[config.mk]
export PLATFORM = sky130hd
export DESIGN_NAME = piq_cell
export DESIGN_NICKNAME = d
export VERILOG_FILES = /design/src/hw/rtl/assert_macros.svh /design/src/hw/rtl/piq_pkg.sv /design/src/hw/rtl/piq_cell.sv
export SDC_FILE = /design/constraint.sdc
export NUM_CORES = 1
export LEC_CHECK = 0
export ABC_AREA = 1
export BUFFER_PORTS_ARGS = -buffer_cell sky130_fd_sc_hd__buf_4
export CAP_MARGIN = 20
export CELL_PAD_IN_SITES_DETAIL_PLACEMENT = 0
export CELL_PAD_IN_SITES_GLOBAL_PLACEMENT = 1
export CORE_MARGIN = 2
export CORE_UTILIZATION = 27
export CTS_CLUSTER_DIAMETER = 150
export DETAILED_ROUTE_END_ITERATION = 8
export HOLD_SLACK_MARGIN = 0.1
export PLACE_DENSITY_LB_ADDON = 0.1
export SLEW_MARGIN = 20
export SYNTH_ARGS = -nofsm -noshare
export SYNTH_HDL_FRONTEND = slang
export SYNTH_SLANG_ARGS = --single-unit
[constraint.sdc]
create_clock -name clk -period 2.3 [get_ports clk]
set_clock_uncertainty 0.2 [all_clocks]
set_input_delay 0.345 -clock clk [delete_from_list [all_inputs] [get_ports clk]]
set_output_delay 0.345 -clock clk [all_outputs]
set_load 0.02 [all_outputs]
[src/hw/rtl/assert_macros.svh]
// Assertion macros for the RTL file that carries concurrent checks.
`ifndef ASSERT_MACROS_SVH
`define ASSERT_MACROS_SVH

// Checks a property on every rising clk edge outside reset.
`define ASSERT_CLK(label, prop, msg) \
  label: assert property (@(posedge clk) disable iff (rst) (prop)) else $error(msg);

// Checks that an antecedent is followed by a consequent in the next cycle.
`define ASSERT_NEXT(label, ante, cons, msg) \
  label: assert property (@(posedge clk) disable iff (rst) (ante) |=> (cons)) else $error(msg);

`endif

[src/hw/rtl/piq_pkg.sv]
// Package with the constants and types of the pending interrupt priority queue.
`timescale 1ns / 1ps
package piq_pkg;

  localparam int NUM_VECTORS = 256;
  localparam int VEC_W       = 8;
  localparam int LVL_W       = 8;
  localparam int VIDX_W      = $clog2(NUM_VECTORS);
  localparam int VCMP_W      = VEC_W + 1;

  localparam logic [LVL_W-1:0] FREE_LEVEL = 8'hFF;

  localparam logic [1:0] MODE_ALERT = 2'd0;
  localparam logic [1:0] MODE_TAKE  = 2'd1;
  localparam logic [1:0] MODE_QUERY = 2'd2;

  typedef struct packed {
    logic [1:0]       mode;
    logic [VEC_W-1:0] vector;
    logic [LVL_W-1:0] level;
  } in_item_t;

  typedef struct packed {
    logic             pending;
    logic [VEC_W-1:0] top_vector;
    logic [LVL_W-1:0] top_level;
  } out_item_t;

  typedef struct packed {
    logic             valid;
    logic [LVL_W-1:0] level;
    logic [VEC_W-1:0] vector;
  } entry_t;

  typedef struct packed {
    logic             ins;
    logic             rem;
    logic [LVL_W-1:0] level;
    logic [VEC_W-1:0] vector;
  } cell_cmd_t;

endpackage

[src/hw/rtl/piq_cell.sv]
// One cell of the sorted chain: holds one pending vector and its level.
`timescale 1ns / 1ps
module piq_cell (
  input  logic              clk,
  input  logic              rst,
  input  piq_pkg::cell_cmd_t cmd,
  input  piq_pkg::entry_t   left,
  input  logic              left_ahead,
  input  piq_pkg::entry_t   right,
  output piq_pkg::entry_t   entry,
  output logic              ahead
);
  import piq_pkg::*;

  logic             valid;
  logic [LVL_W-1:0] level;
  logic [VEC_W-1:0] vector;
  logic             valid_next;
  logic [LVL_W-1:0] level_next;
  logic [VEC_W-1:0] vector_next;

  always_comb begin
    entry.valid  = valid;
    entry.level  = level;
    entry.vector = vector;
  end

  // The chain is sorted with the most urgent entry in cell zero, so the
  // cells that rank above a new entry form a prefix of the chain.
  assign ahead = valid && ({level, vector} > {cmd.level, cmd.vector});

  always_comb begin
    valid_next  = valid;
    level_next  = level;
    vector_next = vector;
    if (cmd.ins) begin
      if (!ahead) begin
        if (left_ahead) begin
          valid_next  = 1'b1;
          level_next  = cmd.level;
          vector_next = cmd.vector;
        end else begin
          valid_next  = left.valid;
          level_next  = left.level;
          vector_next = left.vector;
        end
      end
    end else if (cmd.rem) begin
      valid_next  = right.valid;
      level_next  = right.level;
      vector_next = right.vector;
    end
  end

  always_ff @(posedge clk) begin
    if (rst) begin
      valid <= 1'b0;
    end else begin
      valid <= valid_next;
    end
  end

  always_ff @(posedge clk) begin
    level  <= level_next;
    vector <= vector_next;
  end

endmodule
After elaboration in Yosys (flattened, before gate mapping)
Cells that the tools add are included.
- input bits: 55
- output and inout port bits: 18
- register bits: 17
- reduce and logical (&&, ||, !) cells: 3
- mux-type cells: 12
- equality and inequality tests: 1
- order comparisons: 1
- operators with widths (operator ; count):
    two-way mux 8 bit ; 8
    greater-than comparator 16 bit ; 1
    two-way mux 1 bit ; 4
    != test 2 bit (second input constant) ; 1
    AND reduction 2 bit ; 1
    nonzero test 2 bit ; 1
    logical AND 1 bit ; 1

Longest topological paths before layout
Gate-level depths: netlist of run 1.
- word-level depth: 4
- depth in mapped cells: 15
- gate-level depth less buffers: 15

Least setup slack after synthesis of run 1
OpenSTA, ideal clock, no wires.
- path kind: reg-to-reg
- from: reg level[3]
- to: reg level[0] (enable)
- library setup time: 0.374 ns
- arrival time: 1.738 ns
- period minus slack after synthesis: 2.312 ns
- buffers on the path: 0
- data required time: 1.726 ns
- cell stages (with the launch flop): 8
- slack: -0.012 ns
- cells stage by stage: edfxtp_1 ha_1 a21oi_1 nand2_1 a21oi_1 nand2_2 nand3_2 and2_1
- word-level cells in the longest chain between the ends: 4
- ends and longest elaborated chain (item ; line ; RTL):
    from (decl) ; piq_cell.sv:16 ; logic [LVL_W-1:0] level;
    from (signal assigned) ; piq_cell.sv:64 ; level <= level_next;
    greater-than comparator 16 bit ; piq_cell.sv:30 ; assign ahead = valid && ({level, vector} > {cmd.level, cmd.vector});
    logical AND 1 bit ; piq_cell.sv:30 ;
    != test 2 bit (no line) ; -- ;
    AND reduction 2 bit (no line) ; -- ;
Every way passes these cells.
A chain may end at the register's enable or synchronous reset.

Worst setup path in the final report of run 1
- from: reg level[3]
- to: out ahead
- word-level cells in the longest chain between the ends: 2
- ends and longest elaborated chain (item ; line ; RTL):
    greater-than comparator 16 bit ; piq_cell.sv:30 ;
    logical AND 1 bit ; piq_cell.sv:30 ;
    to (decl) ; piq_cell.sv:11 ; output logic ahead
Every way passes these cells.

==> results_dict.tcl, run 1 <==
set metrics [dict create \
    ys.flop_type "edfxtp_1" \
    final-max-slew-violation-count 0 \
    max_slew_margin 0.765 \
    fmax_mhz 453 \
    die_h_um 74.4 \
    finalHoldViolCount 0 \
    fp.dieW_um 74.4 \
    dr_wl_met2_um 2010 \
    cts_max_path_buffers 2 \
    first_pass_iters 4 \
    n_antenna_cell 0 \
    num_rows 25 \
    postCtsHoldBufs 0 \
    utilization 0.468 \
    cts_sinks 17 \
    crit_top_cell "nand2_1" \
    synth-compound-area-share 0.156 \
    tns_ns 0 \
    synth_warnings 0 \
    holdWs_ns 0.182 \
    initial_core_util 0.282 \
    clkTransAtPathRegs_ns 0.06 \
    synth_top_family_by_area "simple AND/OR/NAND/NOR gates" \
    async_flop_share 0 \
    synth_xor_xnor_area_share 0 \
    muxShareOfSynthArea 0 \
    synth_cell_types 23 \
    p_per_area_nw_per_um2 478 \
    vias_per_cell 4.29 \
    antenna_found_initial 0 \
    die_area_um2 5540 \
    cp_slowest_stage_delay_ns 0.44 \
    grt_setup_unrepaired "true" \
    worstPathArrival_ns 1.66 \
    critPathKind "reg2out" \
    core_um2 4750 \
    synth_seq_cells 17 \
    dp_hpwl_um 2980 \
    syn-cell-area_um2 1340 \
    num_io_pins 73 \
    synth_fa_ha_area_frac 0.150 \
    grt_pass1_vias 1322 \
    htreeDepth 1 \
    synth_top_cell_by_area "edfxtp_1" \
    yosys-top-cells-area "edfxtp_1, ha_1, o21ai_0" \
    overflow 0 \
    routed_wl_um 3970 \
    antenna_left 0 \
    cts.root.buffer_cell "clkbuf_8" \
    grt_first_pass_wirelength_um 5950 \
    area_growth_syn_to_layout_pct 66.2 \
    grt_usage 0.143 \
    routed.top_layer "met4" \
    routed-wl-met3_um 187 \
    wirelength_met1_um 1750 \
    synth_fp_nets 249 \
    peakVddDrop_uv 245 \
    status "finished clean" \
    drc 0 \
    yosysMostFrequentCell "nand2_1" \
    critPathLaunchType "flip-flop" \
    worst_pin_slew_ns 0.351 \
    finalCritPeriodShare 0.961 \
    worstPathBufferInverterCount 3 \
    drtIter0Drc 59 \
    cp_max_fo 3 \
    worst_skew_pair.late_latency_ns 0.24 \
    p_leak_uw 0.00110 \
    drive_above_1_share 0.423 \
    gp_congestion 0.733 \
    post_drt_wl_per_cell_um 12.1 \
    fin_nets 332 \
    avgSynthCellArea_um2 7.52 \
    yosysSeqAreaShare 0.374 \
    path_cells "ha_4, nand2_1, nor2_1, nand2_2, inv_1, nand2_1, nand2_2, nand2_1, inv_1, buf_6" \
    setup_viol 0 \
    min_path_type "in2reg" \
    yosysTopAreaCellShare 0.359 \
    end_kind "output pin" \
    vias 1403 \
    syn_inst 178 \
    grt_max_degree 21 \
    slowest_stage "edfxtp_1" \
    place.port_buffers 72 \
    tritoncts "built" \
    yosys.area_share.simple 0.214 \
    crit_required_ns 1.75 \
    cts_made_buffers 3 \
    synth_common_cells "nand2_1, o21ai_0, inv_1, nor2_1" \
    critPathTopFamily "flip-flops" \
    min_period_ns 2.21 \
    synth_edf_count 16 \
    drv_cap 0 \
]
[kinds of logic after synthesis]
kind of cell | count (synthesis)
AOI/OAI and AO/OA | 41
adders and majority gates | 16
buffers and inverters | 35
DFF | 17
and+or+nand+nor | 69
[cell usage in the layout, fill, tap and decap left out, drive strengths merged]
cell type  synthesis  final
nand2             40     40
o22ai              1      1
clkbuf             2      4
a21oi              6      6
edfxtp            16     16
a21o               1      1
and2               1      1
nand3              4      4
ha                16     16
buf                4     84
o21ai             33     33
nor2              23     23
nand4              1      1
clkinv             1      1
dfxtp              1      1
inv               28     28
[worst register-to-register path: cells and delay by family (launching register included)]
| kind | cells | cell delay [ns] |
|---|---|---|
| adders and majority gates | 1 | 0.32 |
| buffers and inverters | 1 | 0.14 |
| DFF | 1 | 0.43 |
| and+or+nand+nor | 7 | 0.72 |
[sequential cells by signal (all words and copies together) (netlist names)]
| signal | count |
|---|---|
| valid | 1 |
| level | 8 |
| vector | 8 |
[layer usage]
layer	GRT usage	vias to the layer above
met4	0.0417	0
li1	-	746
met5	0	-
met3	0.0217	2
met1	0.188	623
met2	0.245	32
[final timing paths]
check | startpoint | endpoint | slack [ns] | cells past startpoint
hold / removal | right[13] | level[5] | 0.18 | 3
hold reg to reg | valid | valid | 0.45 | 6
setup / recovery | level[3] | ahead | 0.09 | 10
setup reg to reg | vector[5] | vector[1] | 0.22 | 9
[per-stage QoR]
step	setup WS (ns)	cell area (um2)	total power, uW	instances
after global routing	-0.0287	2220	1140	327
after detailed placement	0.102	1980	777	314
after CTS	0.00763	2030	1000	319
after global placement	0.0984	1980	780	314
final	0.0903	2220	1060	327
after floorplan	0.171	1340	595	178
[repair_timing]
item,4_1_cts,5_1_grt
resized for setup,0,22
gates cloned,0,0
endpoints found under the setup margin,1,1
setup buffers,1,8
pin swaps,0,9
[layout make-up]
cell class	instances	area, um2
flip-flops and latches	17	500
fillers	521	2530
multi-input cells	126	827
clock buffers	4	45.0
repair buffers	84	659
well taps	67	83.8
inverters	29	109
[power by group]
| group | switching, uW | leakage (uW) | internal (uW) |
|---|---|---|---|
| clock network | 95.9 | 0.0000228 | 123 |
| logic | 210 | 0.000910 | 227 |
| registers | 25.8 | 0.000172 | 383 |
Power figures use the tool's default switching activity.
==> run 2, diff against run 1 <==
--- a/config.mk
+++ b/config.mk
@@ -7,4 +7,5 @@
 export LEC_CHECK = 0
 export ABC_AREA = 1
+export ABC_CLOCK_PERIOD_IN_PS = 2300
 export BUFFER_PORTS_ARGS = -buffer_cell sky130_fd_sc_hd__buf_4
 export CAP_MARGIN = 20
==> constraint.sdc (replaced) <==
create_clock -name clk -period 2.3 [get_ports clk]
set_clock_uncertainty 0.2 [all_clocks]
set_input_delay 0.115 -clock clk [delete_from_list [all_inputs] [get_ports clk]]
set_output_delay 0.115 -clock clk [all_outputs]
set_load 0.02 [all_outputs]
==> run 2 against run 1 <==
Net effect: register-to-register slack worse by 0.02 ns; total power is 0.91% lower; utilization is 3.7 points higher; worst setup slack better by 0.11 ns; combinational power is 3% lower; flip-flop and latch count stayed put; clock power is 4% higher; die area stayed put; global-route usage is 0.78 points higher; routed wire length is 0.91% higher; cell count is 8.6% higher; largest cell class is now buffers; largest power group unchanged; highest routed layer unchanged.
==> results_dict.tcl, run 2 (synthesized netlist as in run 1, its figures left out) <==
set metrics [dict create \
    status "finished clean" \
    final-max-slew-violation-count 0 \
    post_drt_wl_per_cell_um 11.3 \
    drtIter0Drc 53 \
    r2r-start "vector[5]" \
    dr_wl_met2_um 1960 \
    critPathLaunchType "flip-flop" \
    p_leak_uw 0.00120 \
    place.port_buffers 72 \
    holdWs_ns 0.132 \
    cts_setup_buffers 0 \
    clkTransAtPathRegs_ns 0.07 \
    p_per_area_nw_per_um2 439 \
    finalHoldViolCount 0 \
    worstPathArrival_ns 1.87 \
    reg2reg_to "level[4]" \
    overflow 0 \
    end_kind "flip-flop" \
    cp_max_fo 7 \
    grt_setup_unrepaired "false" \
    n_antenna_cell 0 \
    holdPathStages 5 \
    htreeDepth 1 \
    min_path_type "in2reg" \
    routed-wl-met3_um 237 \
    tritoncts "built" \
    final_cell_mix "buf_4, nand2_1, dlygate4sd3_1" \
    top_regs "level (8), vector (8), valid (1)" \
    setup_viol 0 \
    min_from "cmd[17]" \
    tns_ns 0 \
    cts.root.buffer_cell "clkbuf_8" \
    min_period_ns 2.10 \
    grt_max_degree 21 \
    cts_max_path_buffers 2 \
    routed.top_layer "met4" \
    cts_made_buffers 3 \
    peakVddDrop_uv 292 \
    mostFrequentLayoutCell "buf_4" \
    num_rows 25 \
    min_to "valid" \
    grt_first_pass_wirelength_um 6390 \
    core_um2 4750 \
    drc 0 \
    area_growth_syn_to_layout_pct 79.4 \
    gp_congestion 0.696 \
    die_area_um2 5540 \
    antenna_found_initial 0 \
    routed_wl_um 4010 \
    placed_area_um2 1970 \
    fin_nets 360 \
    antenna_left 0 \
    first_pass_iters 4 \
    rrSetupSlack_ns 0.20 \
    worst_pin_slew_ns 0.344 \
    grt_pass1_vias 1410 \
    drv_cap 0 \
    initial_core_util 0.282 \
    grt_usage 0.151 \
    finalCritPeriodShare 0.912 \
    critPathKind "reg2reg" \
    r2r_cells 9 \
    drive_above_1_share 0.306 \
    vias 1538 \
    cts_sinks 17 \
    vias_per_cell 4.33 \
    die_h_um 74.4 \
    finalInstanceArea_um2 2400 \
    num_io_pins 73 \
    dp_hpwl_um 2900 \
    max_slew_margin 0.770 \
    crit_required_ns 2.07 \
    fp.dieW_um 74.4 \
    fmax_mhz 477 \
    wirelength_met1_um 1790 \
    worst_skew_pair.late_latency_ns 0.25 \
]
## run 2: layout make-up
class / instances / area [um2]
fill: 508 / 2350
clock buffer: 4 / 45.0
timing repair buffer: 112 / 950
sequential: 17 / 500
multi-input combinational: 126 / 714
tap: 67 / 83.8
inverter: 29 / 109
## run 2: critical path, cell delays in order (launching register included)
cell,delay [ns]
edfxtp_1,0.43
ha_4,0.29
nand2_1,0.06
nor2_2,0.13
nand4_1,0.12
nor2_2,0.13
nor2_2,0.05
nand3_2,0.07
and2_2,0.18
buf_6,0.14
## run 2: worst max-delay path by stage
| stage | startpoint | to | cells past startpoint |
|---|---|---|---|
| 5_1_grt | vector[5] | level[0] | 9 |
| 3_5_place_dp | level[7] | level[3] | 8 |
| 3_3_place_gp | level[7] | level[0] | 8 |
| 4_1_cts | level[7] | valid | 10 |
| 6_report | vector[5] | level[4] | 9 |
| 2_1_floorplan | level[3] | level[0] | 7 |
## run 2: metrics by stage
step | worst slack, ns | util | power, uW | std cells
after floorplan | 0.171 | - | 595 | 178
after global placement | 0.175 | 0.413 | 772 | 314
after detailed placement | 0.194 | 0.413 | 769 | 314
after CTS | 0.0294 | 0.497 | 1070 | 353
after global routing | 0.0110 | 0.505 | 1140 | 355
final | 0.202 | 0.505 | 1050 | 355
## run 2: power breakdown
part           leakage (uW)  switching [uW]  internal, uW
clock network     0.0000228             104           123
registers          0.000172            20.5           382
logic               0.00101             195           230
total               0.00120             319           735
## run 2: per-layer routing
layer	up-vias	global-route usage
met5	-	0
met4	0	0.0298
met3	2	0.0407
met2	36	0.261
met1	697	0.191
li1	803	-
## run 2: what timing repair did
item,4_1_cts,5_1_grt
hold buffers,35,3
endpoints found under the setup margin,0,8
endpoints found under the hold margin,17,1
gates resized for setup,0,4
==> run 3, diff against run 2 <==
Settings changed: ABC_CLOCK_PERIOD_IN_PS 2300 to unset, REMOVE_ABC_BUFFERS set to 1.
==> run 3 against run 2 <==
Net effect: worst setup slack worse by 0.0096 ns; worst hold slack worse by 0.074 ns; utilization up 0.53 points; largest cell class unchanged.
==> results_dict.tcl, run 3 (synthesized netlist as in run 1, its figures left out) <==
set metrics [dict create \
    die_area_um2 5540 \
    num_rows 25 \
    first_pass_iters 4 \
    antenna_left 0 \
    vias 1550 \
    final-max-slew-violation-count 0 \
    area_growth_syn_to_layout_pct 81.3 \
    vias_per_cell 4.31 \
    min_path_type "in2reg" \
    drtIter0Drc 49 \
    min_period_ns 2.11 \
    critPathKind "reg2reg" \
    cts_sinks 17 \
    drive_above_1_share 0.324 \
    place.port_buffers 72 \
    finalHoldViolCount 0 \
    p_per_area_nw_per_um2 440 \
    final_cell_mix "buf_4, nand2_1, dlygate4sd3_1" \
    tritoncts "built" \
    gp_congestion 0.686 \
    die_h_um 74.4 \
    initial_core_util 0.282 \
    worstPathArrival_ns 1.87 \
    drc 0 \
    layout_setup_ws_ns 0.192 \
    grt_first_pass_wirelength_um 6240 \
    fin_nets 365 \
    drv_cap 0 \
    critPathLaunchType "flip-flop" \
    grt_usage 0.149 \
    num_io_pins 73 \
    cts.root.buffer_cell "clkbuf_8" \
    antenna_found_initial 0 \
    core_um2 4750 \
    total_power_uw 1070 \
    overflow 0 \
    mostFrequentLayoutCell "buf_4" \
    status "finished clean" \
    fp.dieW_um 74.4 \
    post_drt_wl_per_cell_um 11.2 \
    crit_required_ns 2.06 \
    grt_max_degree 21 \
    routed_wl_um 4020 \
    finalCritPeriodShare 0.916 \
    dp_hpwl_um 2880 \
    p_leak_uw 0.00122 \
    htreeDepth 1 \
    max_slew_margin 0.783 \
    worst_skew_pair.late_latency_ns 0.25 \
    preCtsSetupSlack_ns 0.231 \
    grt_pass1_vias 1454 \
    cts_made_buffers 3 \
    n_antenna_cell 0 \
    top_regs "level (8), vector (8), valid (1)" \
    cp_max_fo 8 \
    cts_max_path_buffers 2 \
    worst_pin_slew_ns 0.325 \
    clkTransAtPathRegs_ns 0.07 \
    setup_viol 0 \
    n_fill_cell 509 \
    peakVddDrop_uv 197 \
    end_kind "flip-flop" \
    fmax_mhz 474 \
    grt_setup_unrepaired "false" \
]
==> run 3: cell count changes in the layout (fill, tap and decap cells not counted), sizes merged <==
cell and delta:
buf +6, dlygate4sd3 -1
==> run 3: per-layer routing <==
metal	share of wire	GRT usage	up-vias	wire, um
met5	0	0	-	0
met2	0.49	0.255	47	1950
met4	0.0055	0.0298	0	22
li1	-	-	810	-
met3	0.061	0.0447	2	244
met1	0.45	0.188	691	1800
==> run 3: worst paths after layout <==
kind	start	end	slack [ns]	depth (start not counted)
worst max-delay path	vector[5]	vector[0]	0.19	9
worst max register to register	vector[5]	vector[0]	0.19	9
worst min-delay path	cmd[16]	valid	0.06	6
worst min register to register	valid	valid	0.51	6
==> run 3: where the power goes <==
group / internal (uW) / switching, uW
combinational: 239 / 201
sequential: 382 / 19.6
clock: 123 / 104
total: 744 / 324
==> run 3: per-stage QoR <==
stage	cell area [um2]	util	hold slack [ns]	std cells	setup TNS, ns
floorplan	1310	-	0.106	172	-0.189
global placement	1950	0.411	0.202	314	0
detailed placement	1950	0.411	0.204	314	0
CTS	2350	0.494	0.329	353	0
global route	2430	0.511	0.124	360	0
finish	2430	0.511	0.0585	360	0
==> run 3: final cells by class <==
| cell class | instances | area, um2 | share of cell area |
|---|---|---|---|
| Tap cell | 67 | 83.8 | 0.0345 |
| Clock buffer | 4 | 45.0 | 0.0186 |
| Sequential cell | 17 | 500 | 0.206 |
| Multi-Input combinational cell | 126 | 721 | 0.297 |
| Timing Repair Buffer | 117 | 968 | 0.399 |
| Inverter | 29 | 109 | 0.0448 |
==> run 3: worst max-delay path, stage by stage (launching register included) <==
cell and delay (ns):
edfxtp_1 0.43, ha_4 0.29, nand2_1 0.06, nor2_2 0.12, nand4_1 0.12, nor2_2 0.14, nor2_2 0.05, nand3_2 0.08
and2_1 0.14, buf_4 0.18
==> run 3: timing repair <==
item                       CTS  global route
resized for setup            0             5
setup endpoints to repair    0             1
setup buffers                0             6
hold buffers                35             2
hold endpoints to repair    17             1
